==> src/rtl/lrpd_pkg.sv <==
// ----------------------------------------------------------------------------
// lrpd_pkg: shared definitions for the life rle pattern decoder
// character codes, parse modes and result kinds
// ----------------------------------------------------------------------------
package lrpd_pkg;

  // default coordinate and count width
  localparam int COORD_BITS_DEF = 16;

  // output field widths
  localparam int KIND_W  = 2;
  localparam int FIELD_W = 16;
  localparam int OUT_DATA_W = 88;   // 5 x 16 + 1 flag, padded to whole bytes

  // characters of the pattern file
  localparam logic [7:0] CH_BANG    = 8'h21;  // '!'
  localparam logic [7:0] CH_DOLLAR  = 8'h24;  // '$'
  localparam logic [7:0] CH_HASH    = 8'h23;  // '#'
  localparam logic [7:0] CH_LOW_O   = 8'h6F;  // 'o'
  localparam logic [7:0] CH_UP_O    = 8'h4F;  // 'O'
  localparam logic [7:0] CH_LOW_X   = 8'h78;  // 'x'
  localparam logic [7:0] CH_UP_X    = 8'h58;  // 'X'
  localparam logic [7:0] CH_LF      = 8'h0A;  // newline
  localparam logic [7:0] CH_CR      = 8'h0D;  // carriage return
  localparam logic [7:0] CH_ZERO    = 8'h30;  // '0'
  localparam logic [7:0] CH_NINE    = 8'h39;  // '9'

  // parser modes
  typedef enum logic [3:0] {
    MODE_TOP     = 4'b0001,
    MODE_COMMENT = 4'b0010,
    MODE_HEADER  = 4'b0100,
    MODE_BODY    = 4'b1000
  } mode_t;

  // result kinds
  localparam logic [KIND_W-1:0] KIND_HEADER = 2'd0;
  localparam logic [KIND_W-1:0] KIND_RUN    = 2'd1;
  localparam logic [KIND_W-1:0] KIND_END    = 2'd2;

  // header number slots
  localparam logic [1:0] HFIELD_WIDTH  = 2'd0;
  localparam logic [1:0] HFIELD_HEIGHT = 2'd1;
  localparam logic [1:0] HFIELD_DONE   = 2'd2;

endpackage

==> src/rtl/life_rle_pattern_decoder.sv <==
// ----------------------------------------------------------------------------
// life_rle_pattern_decoder: byte-stream decoder for rle cell pattern files
// parses comments, the x/y header line and the run-length body into results
// ----------------------------------------------------------------------------
// usage
//   in_*  : one byte of the pattern file per word, in file order
//   out_* : at most one result word per input byte; out_tuser carries the
//           kind (header sizes, live run, end of pattern), out_tdata the
//           row, column, length, header width/height and the outside flag
//   pipeline: a byte accepted is held in the input register, decoded out
//           of it, and its result is written to the result register that
//           drives out_*
//   throughput: one byte per cycle while out_* is not stalled; the parser
//           state update is a single saturating multiply-by-ten or add per byte
//   the input register can still take a byte while a result waits on out_*:
//           in_tready drops only when the input register holds a byte and
//           the result register is full and stalled
//   a stalled result holds its value until out_tready; bytes that give no
//           result still pass through once the output is free
//   reset (rst_n low, synchronous) returns the parser to top level with
//           all counts, coordinates and header sizes at zero and both
//           pipeline registers empty
// ----------------------------------------------------------------------------
module life_rle_pattern_decoder #(
  parameter int COORD_BITS = lrpd_pkg::COORD_BITS_DEF
) (
  input  logic                            clk,
  input  logic                            rst_n,
  // input byte stream
  input  logic                            in_tvalid,
  output logic                            in_tready,
  input  logic [7:0]                      in_tdata,   // [7:0] data_byte
  // result stream
  output logic                            out_tvalid,
  input  logic                            out_tready,
  output logic [lrpd_pkg::KIND_W-1:0]     out_tuser,  // [1:0] result_kind
  // [15:0] run_row, [31:16] run_column, [47:32] run_length,
  // [63:48] pattern_width, [79:64] pattern_height, [80] outside_area,
  // [87:81] zero
  output logic [lrpd_pkg::OUT_DATA_W-1:0] out_tdata
);

  localparam int FW = lrpd_pkg::FIELD_W;
  localparam logic [COORD_BITS-1:0] CMAX = {COORD_BITS{1'b1}};
  localparam logic [COORD_BITS-1:0] CONE = {{(COORD_BITS-1){1'b0}}, 1'b1};

  // saturating v * 10 + d
  function automatic logic [COORD_BITS-1:0] sat_digit(input logic [COORD_BITS-1:0] v,
                                                      input logic [3:0] d);
    logic [COORD_BITS+3:0] s;
    s = ({4'b0, v} << 3) + ({4'b0, v} << 1) + {{COORD_BITS{1'b0}}, d};
    return (s > {4'b0, CMAX}) ? CMAX : s[COORD_BITS-1:0];
  endfunction

  // saturating a + b
  function automatic logic [COORD_BITS-1:0] sat_add(input logic [COORD_BITS-1:0] a,
                                                    input logic [COORD_BITS-1:0] b);
    logic [COORD_BITS:0] s;
    s = {1'b0, a} + {1'b0, b};
    return s[COORD_BITS] ? CMAX : s[COORD_BITS-1:0];
  endfunction

  // fit a coordinate into a 16 bit output field
  function automatic logic [FW-1:0] to_field(input logic [COORD_BITS-1:0] v);
    logic [COORD_BITS+FW-1:0] w;
    w = {{FW{1'b0}}, v};
    return w[FW-1:0];
  endfunction

  // input register
  logic       s1_valid_r;
  logic [7:0] s1_byte_r;

  // parser state
  lrpd_pkg::mode_t         mode_r, mode_nxt;
  logic [COORD_BITS-1:0]   run_count_r, run_count_nxt;
  logic                    count_seen_r, count_seen_nxt;
  logic [COORD_BITS-1:0]   cur_col_r, cur_col_nxt;
  logic [COORD_BITS-1:0]   cur_row_r, cur_row_nxt;
  logic [1:0]              hfield_r, hfield_nxt;
  logic [COORD_BITS-1:0]   hwidth_r, hwidth_nxt;
  logic [COORD_BITS-1:0]   hheight_r, hheight_nxt;

  // result register
  logic                        out_valid_r;
  logic [lrpd_pkg::KIND_W-1:0] out_kind_r;
  logic [FW-1:0]               out_row_r, out_col_r, out_len_r, out_w_r, out_h_r;
  logic                        out_outside_r;

  // result of the byte in the input register
  logic                        emit;
  logic [lrpd_pkg::KIND_W-1:0] emit_kind;
  logic                        emit_is_run;

  logic                  advance;
  logic                  is_digit;
  logic [3:0]            digit_val;
  logic [7:0]            c;
  logic [COORD_BITS-1:0] run_len;
  logic [COORD_BITS:0]   col_end;
  logic                  outside;

  assign advance   = !out_valid_r || out_tready;
  assign in_tready = !s1_valid_r || advance;

  assign c         = s1_byte_r;
  assign is_digit  = c inside {[lrpd_pkg::CH_ZERO:lrpd_pkg::CH_NINE]};
  assign digit_val = c[3:0];

  // a run's length is the pending count, or one when no count came first
  assign run_len = count_seen_r ? run_count_r : CONE;
  assign col_end = {1'b0, cur_col_r} + {1'b0, run_len};
  assign outside = (cur_row_r >= hheight_r) || (col_end > {1'b0, hwidth_r});

  always_comb begin
    mode_nxt       = mode_r;
    run_count_nxt  = run_count_r;
    count_seen_nxt = count_seen_r;
    cur_col_nxt    = cur_col_r;
    cur_row_nxt    = cur_row_r;
    hfield_nxt     = hfield_r;
    hwidth_nxt     = hwidth_r;
    hheight_nxt    = hheight_r;
    emit           = 1'b0;
    emit_kind      = lrpd_pkg::KIND_HEADER;
    emit_is_run    = 1'b0;

    case (mode_r)
      lrpd_pkg::MODE_COMMENT: begin
        if (c == lrpd_pkg::CH_LF) mode_nxt = lrpd_pkg::MODE_TOP;
      end

      lrpd_pkg::MODE_HEADER: begin
        if (c == lrpd_pkg::CH_LF) begin
          // end of header line: report sizes and enter the body
          mode_nxt       = lrpd_pkg::MODE_BODY;
          count_seen_nxt = 1'b0;
          run_count_nxt  = '0;
          cur_row_nxt    = '0;
          cur_col_nxt    = '0;
          emit           = 1'b1;
          emit_kind      = lrpd_pkg::KIND_HEADER;
        end else if (is_digit) begin
          if (hfield_r == lrpd_pkg::HFIELD_WIDTH) begin
            hwidth_nxt     = sat_digit(hwidth_r, digit_val);
            count_seen_nxt = 1'b1;
          end else if (hfield_r == lrpd_pkg::HFIELD_HEIGHT) begin
            hheight_nxt    = sat_digit(hheight_r, digit_val);
            count_seen_nxt = 1'b1;
          end
        end else if (count_seen_r) begin
          // a number just ended: move on to the next slot
          if (hfield_r != lrpd_pkg::HFIELD_DONE) hfield_nxt = hfield_r + 2'd1;
          count_seen_nxt = 1'b0;
        end
      end

      lrpd_pkg::MODE_BODY: begin
        if (count_seen_r) begin
          if (is_digit) begin
            run_count_nxt = sat_digit(run_count_r, digit_val);
          end else begin
            count_seen_nxt = 1'b0;
            run_count_nxt  = '0;
            if (c == lrpd_pkg::CH_DOLLAR) begin
              cur_row_nxt = sat_add(cur_row_r, run_count_r);
              cur_col_nxt = '0;
            end else if (c inside {lrpd_pkg::CH_LOW_O, lrpd_pkg::CH_UP_O}) begin
              // a zero count gives no run
              if (run_count_r != '0) begin
                emit        = 1'b1;
                emit_kind   = lrpd_pkg::KIND_RUN;
                emit_is_run = 1'b1;
                cur_col_nxt = sat_add(cur_col_r, run_len);
              end
            end else begin
              // dead cells, and any other counted character such as a newline or bang
              cur_col_nxt = sat_add(cur_col_r, run_count_r);
            end
          end
        end else if (c inside {lrpd_pkg::CH_LF, lrpd_pkg::CH_CR}) begin
          // bare line breaks are ignored
        end else if (is_digit) begin
          run_count_nxt  = {{(COORD_BITS-4){1'b0}}, digit_val};
          count_seen_nxt = 1'b1;
        end else if (c == lrpd_pkg::CH_DOLLAR) begin
          cur_row_nxt = sat_add(cur_row_r, CONE);
          cur_col_nxt = '0;
        end else if (c inside {lrpd_pkg::CH_LOW_O, lrpd_pkg::CH_UP_O}) begin
          emit        = 1'b1;
          emit_kind   = lrpd_pkg::KIND_RUN;
          emit_is_run = 1'b1;
          cur_col_nxt = sat_add(cur_col_r, run_len);
        end else if (c == lrpd_pkg::CH_BANG) begin
          mode_nxt    = lrpd_pkg::MODE_TOP;
          cur_row_nxt = '0;
          cur_col_nxt = '0;
          emit        = 1'b1;
          emit_kind   = lrpd_pkg::KIND_END;
        end else begin
          cur_col_nxt = sat_add(cur_col_r, CONE);
        end
      end

      default: begin
        // top level
        mode_nxt = lrpd_pkg::MODE_TOP;
        if (c == lrpd_pkg::CH_HASH) begin
          mode_nxt = lrpd_pkg::MODE_COMMENT;
        end else if (c inside {lrpd_pkg::CH_LOW_X, lrpd_pkg::CH_UP_X}) begin
          mode_nxt       = lrpd_pkg::MODE_HEADER;
          hfield_nxt     = lrpd_pkg::HFIELD_WIDTH;
          hwidth_nxt     = '0;
          hheight_nxt    = '0;
          count_seen_nxt = 1'b0;
          run_count_nxt  = '0;
          cur_row_nxt    = '0;
          cur_col_nxt    = '0;
        end
      end
    endcase
  end

  // control: pipeline valids and parser state
  always_ff @(posedge clk) begin
    if (!rst_n) begin
      s1_valid_r   <= 1'b0;
      out_valid_r  <= 1'b0;
      mode_r       <= lrpd_pkg::MODE_TOP;
      run_count_r  <= '0;
      count_seen_r <= 1'b0;
      cur_col_r    <= '0;
      cur_row_r    <= '0;
      hfield_r     <= lrpd_pkg::HFIELD_WIDTH;
      hwidth_r     <= '0;
      hheight_r    <= '0;
    end else begin
      if (in_tready) s1_valid_r <= in_tvalid;
      if (advance) out_valid_r <= s1_valid_r && emit;
      if (s1_valid_r && advance) begin
        mode_r       <= mode_nxt;
        run_count_r  <= run_count_nxt;
        count_seen_r <= count_seen_nxt;
        cur_col_r    <= cur_col_nxt;
        cur_row_r    <= cur_row_nxt;
        hfield_r     <= hfield_nxt;
        hwidth_r     <= hwidth_nxt;
        hheight_r    <= hheight_nxt;
      end
    end
  end

  // payload: input byte and result word
  always_ff @(posedge clk) begin
    if (in_tready && in_tvalid) s1_byte_r <= in_tdata;
    if (s1_valid_r && advance && emit) begin
      out_kind_r    <= emit_kind;
      out_row_r     <= emit_is_run ? to_field(cur_row_r) : '0;
      out_col_r     <= emit_is_run ? to_field(cur_col_r) : '0;
      out_len_r     <= emit_is_run ? to_field(run_len) : '0;
      out_w_r       <= to_field(hwidth_r);
      out_h_r       <= to_field(hheight_r);
      out_outside_r <= emit_is_run && outside;
    end
  end

  assign out_tvalid = out_valid_r;
  assign out_tuser  = out_kind_r;
  assign out_tdata  = {7'b0, out_outside_r, out_h_r, out_w_r, out_len_r, out_col_r, out_row_r};

endmodule
==> config.mk <==
export PLATFORM = sky130hd
export DESIGN_NAME = life_rle_pattern_decoder
export DESIGN_NICKNAME = d
export VERILOG_FILES = /design/src/rtl/lrpd_pkg.sv /design/src/rtl/life_rle_pattern_decoder.sv
export SDC_FILE = /design/constraint.sdc
export NUM_CORES = 1
export LEC_CHECK = 0
export ABC_CLOCK_PERIOD_IN_PS = 15900
export BUFFER_PORTS_ARGS = -buffer_cell sky130_fd_sc_hd__clkbuf_2
export CAP_MARGIN = 5
export CORE_MARGIN = 3
export CORE_UTILIZATION = 60
export DETAILED_ROUTE_END_ITERATION = 6
export PLACE_DENSITY = 0.86
export SLEW_MARGIN = 10
export SYNTH_ARGS = -nofsm -noshare
export SYNTH_HDL_FRONTEND = slang
export SYNTH_SLANG_ARGS = --single-unit
==> constraint.sdc <==
create_clock -name clk -period 15.9 [get_ports clk]
set_input_delay 4.77 -clock clk [delete_from_list [all_inputs] [get_ports clk]]
set_output_delay 4.77 -clock clk [all_outputs]
set_load 0.02 [all_outputs]
==> impl_metrics.py <==
metrics = {
    "floorplanning": {
        "pin_count": 104,
        "die-area_um2": 24900,
        "dieHeight_um": 158,
        "dieWidth_um": 158,
        "start_util": 0.623,
        "rows": 54,
        "core_um2": 22200,
    },
    "critical_path": {
        "r2r_end": "out_outside_r",
        "worstReg2RegStart": "run_count_r[0]",
        "reg2reg_setup_slack_ps": 11540,
        "critPathKind": "in2out",
        "path_max_fanout": 5,
        "critPathLaunchType": "input pin",
        "end_kind": "output pin",
        "crit_arrival_ps": 5680,
        "cp.required_ps": 11130,
        "rr_worst_depth": 15,
    },
    "global_routing": {
        "antenna_found_initial": 0,
        "grt_pass1_vias": 11422,
        "grt_start_max_net_pins": 60,
        "grt_pass1_wl_um": 57400,
        "grt_usage": 0.283,
        "overflow": 0,
    },
    "synthesis": {
        "synth_ff_type": "edfxtp_1",
        "avgSynthCellArea_um2": 9.39,
        "synth-seq-cells": 180,
        "synth_cell_types": 91,
        "synth.most_common_cell": "ha_1",
        "synthArstFlopShare": 0,
        "postSynthCellCount": 1474,
        "synth_top_area_cell": "edfxtp_1",
        "synth_top_area_frac": 0.197,
        "synth_commonest_cells": "ha_1, a21oi_1, o21ai_0",
        "synth_area_um2": 13800,
        "synth_edf_count": 91,
        "yosys_warnings": 0,
        "yosys-top-cells-area": "edfxtp_1, ha_1, dfxtp_1",
        "yosysSeqAreaShare": 0.326,
    },
    "sta": {
        "clock.fmax_mhz": 95.7,
        "drv_slew": 0,
        "period_needed_ps": 10450,
        "setup_tns_ps": 0,
        "rsz0062_at_grt": "false",
        "finalHoldViolCount": 0,
        "finalSetupViolCount": 0,
        "skew_ps": 14.7,
        "post-route-period-util": 0.657,
        "max_slew.worst_pin.slew_ps": 1130,
        "slew_headroom": 0.247,
    },
    "power_and_ir_drop": {
        "irDropWorstVdd_mv": 0.0684,
        "p_int_uw": 726,
        "p_switching_uw": 217,
        "clkPwrFrac": 0.459,
        "p_total_uw": 942,
        "power.leakage_uw": 0.00678,
        "swShare": 0.230,
        "power_frac_comb": 0.021,
        "p_per_area_nw_per_um2": 62.3,
        "share_seq_of_total_power": 0.521,
    },
    "cells_and_area": {
        "n_fill_cell": 1690,
        "final_area_um2": 15100,
        "syn_to_final_growth_pct": 9.14,
        "regArea_um2": 4510,
        "layout.nets": 1753,
        "antenna_cells": 0,
        "layout-drive-gt1-share": 0.115,
        "multiInputGateArea_um2": 8850,
    },
    "detailed_routing": {
        "dr.first_iter.drc_count": 1107,
        "via_per_inst": 6.49,
        "drc_errors": 0,
        "via_count": 11978,
        "antenna_left": 0,
        "wirelength_um": 35100,
        "wl_per_cell_um": 19.0,
        "dr.pass1.iters": 5,
    },
    "clock_network": {
        "clk_latency_ps": 450,
        "cts-resized-gates": 0,
        "cts_tree": "built",
        "cts_buffer_depth": 2,
        "clk_pin_slew_worst_paths_ps": 80,
        "cts-htree-levels": 4,
        "holdBufCountCts": 0,
        "clock-sinks": 180,
        "cts-root-buf": "clkbuf_16",
        "cts_buffers": 17,
        "post_cts_buffers": 0,
    },
    "min_path": {
        "hold_end": "hfield_r[1]",
        "worstHoldPathCells": 2,
        "hp-start": "hfield_r[1]",
        "hp-class": "reg2reg",
    },
    "placed_design": {
        "dpl.hpwl_um": 25400,
        "placed_area_um2": 14500,
        "gp_routability_congestion": 0.968,
        "io_buffers": 96,
    },
    "status": {
        "status": "finished, final reports clean",
    },
    "run": {
        "drv_cap": 0,
    },
}
## logic make-up (layout without fill, tap and decap cells)
logic type | Yosys count | count (layout) | share of synthesized area
fa+ha+maj | 187 | 187 | 0.174
mux | 8 | 8 | 0.00578
other cells | 1 | 7 | 0.000271
flops | 180 | 180 | 0.326
simple gates | 442 | 442 | 0.176
buf+inv | 122 | 209 | 0.0376
xor+xnor | 82 | 82 | 0.0519
compound gates | 452 | 452 | 0.228
## through the flow
step / hold WS, ps / setup slack (ps) / std cells / utilization
5_1_grt: 551 / 5410 / 1847 / 0.680
3_3_place_gp: 479 / 5470 / 1815 / 0.653
2_1_floorplan: 466 / 5960 / 1480 / -
4_1_cts: 499 / 5480 / 1847 / 0.680
6_report: 501 / 5450 / 1847 / 0.680
3_5_place_dp: 488 / 5490 / 1815 / 0.653
## sequential cells by signal, summed over array words and instances, names as in the netlist
name and flops:
c 8, count_seen_r 1, cur_col_r 16, cur_row_r 16
hfield_r 2, hheight_r 16, hwidth_r 16, mode_r 4
out_col_r 16, out_h_r 16, out_len_r 16, out_outside_r 1
out_row_r 16, out_tuser 2, out_tvalid 1, out_w_r 16
run_count_r 16, s1_valid_r 1
## per-layer routing
metal	track usage	part of all wire	up-vias
li1	-	-	5727
met1	0.382	0.43	5650
met2	0.458	0.46	515
met3	0.0440	0.075	86
met4	0.115	0.035	0
met5	0	0	-
## placed cells by master, fill, tap and decap left out, drive strengths merged, types with 19 or more instances in the layout
cell type,n
a21o,25
nand3,37
ha,178
edfxtp,91
inv,84
nand2b,28
a31oi,19
nor2,89
clkbuf,115
nor2b,22
a221o,41
o21ai,112
dfxtp,89
o21a,32
xnor2,52
nand2,79
nor3,28
xor2,30
a21oi,100
and2,54
and3,30
## critical path: stages
cell and delay [ps]:
clkbuf_2 80, nor2b_1 470, nand2_1 170, clkbuf_2 190
## power groups by stage
stage	Sequential (uW)	Combinational (uW)	Clock, uW
2_1_floorplan	498	16.9	0
3_3_place_gp	501	18.4	0
3_5_place_dp	501	18.8	0
4_1_cts	490	19.0	435
5_1_grt	491	21.7	454
6_report	491	19.3	432
## area by class of cell
cell class | instances | share of cell area
Multi-Input combinational cell | 1178 | 0.585
Inverter | 75 | 0.0186
Timing Repair Buffer | 102 | 0.0348
Clock inverter | 13 | 0.00869
Sequential cell | 180 | 0.299
Clock buffer | 19 | 0.0307
Tap cell | 280 | 0.0232
## worst max-delay path by stage
stage	start	endpoint	slack, ps
floorplan	out_tready	in_tready	5960
global route	out_tready	in_tready	5410
detailed placement	out_tready	in_tready	5490
CTS	out_tready	in_tready	5480
global placement	out_tready	in_tready	5470
finish	out_tready	in_tready	5450
No activity file was read; power rests on OpenSTA's default activity.
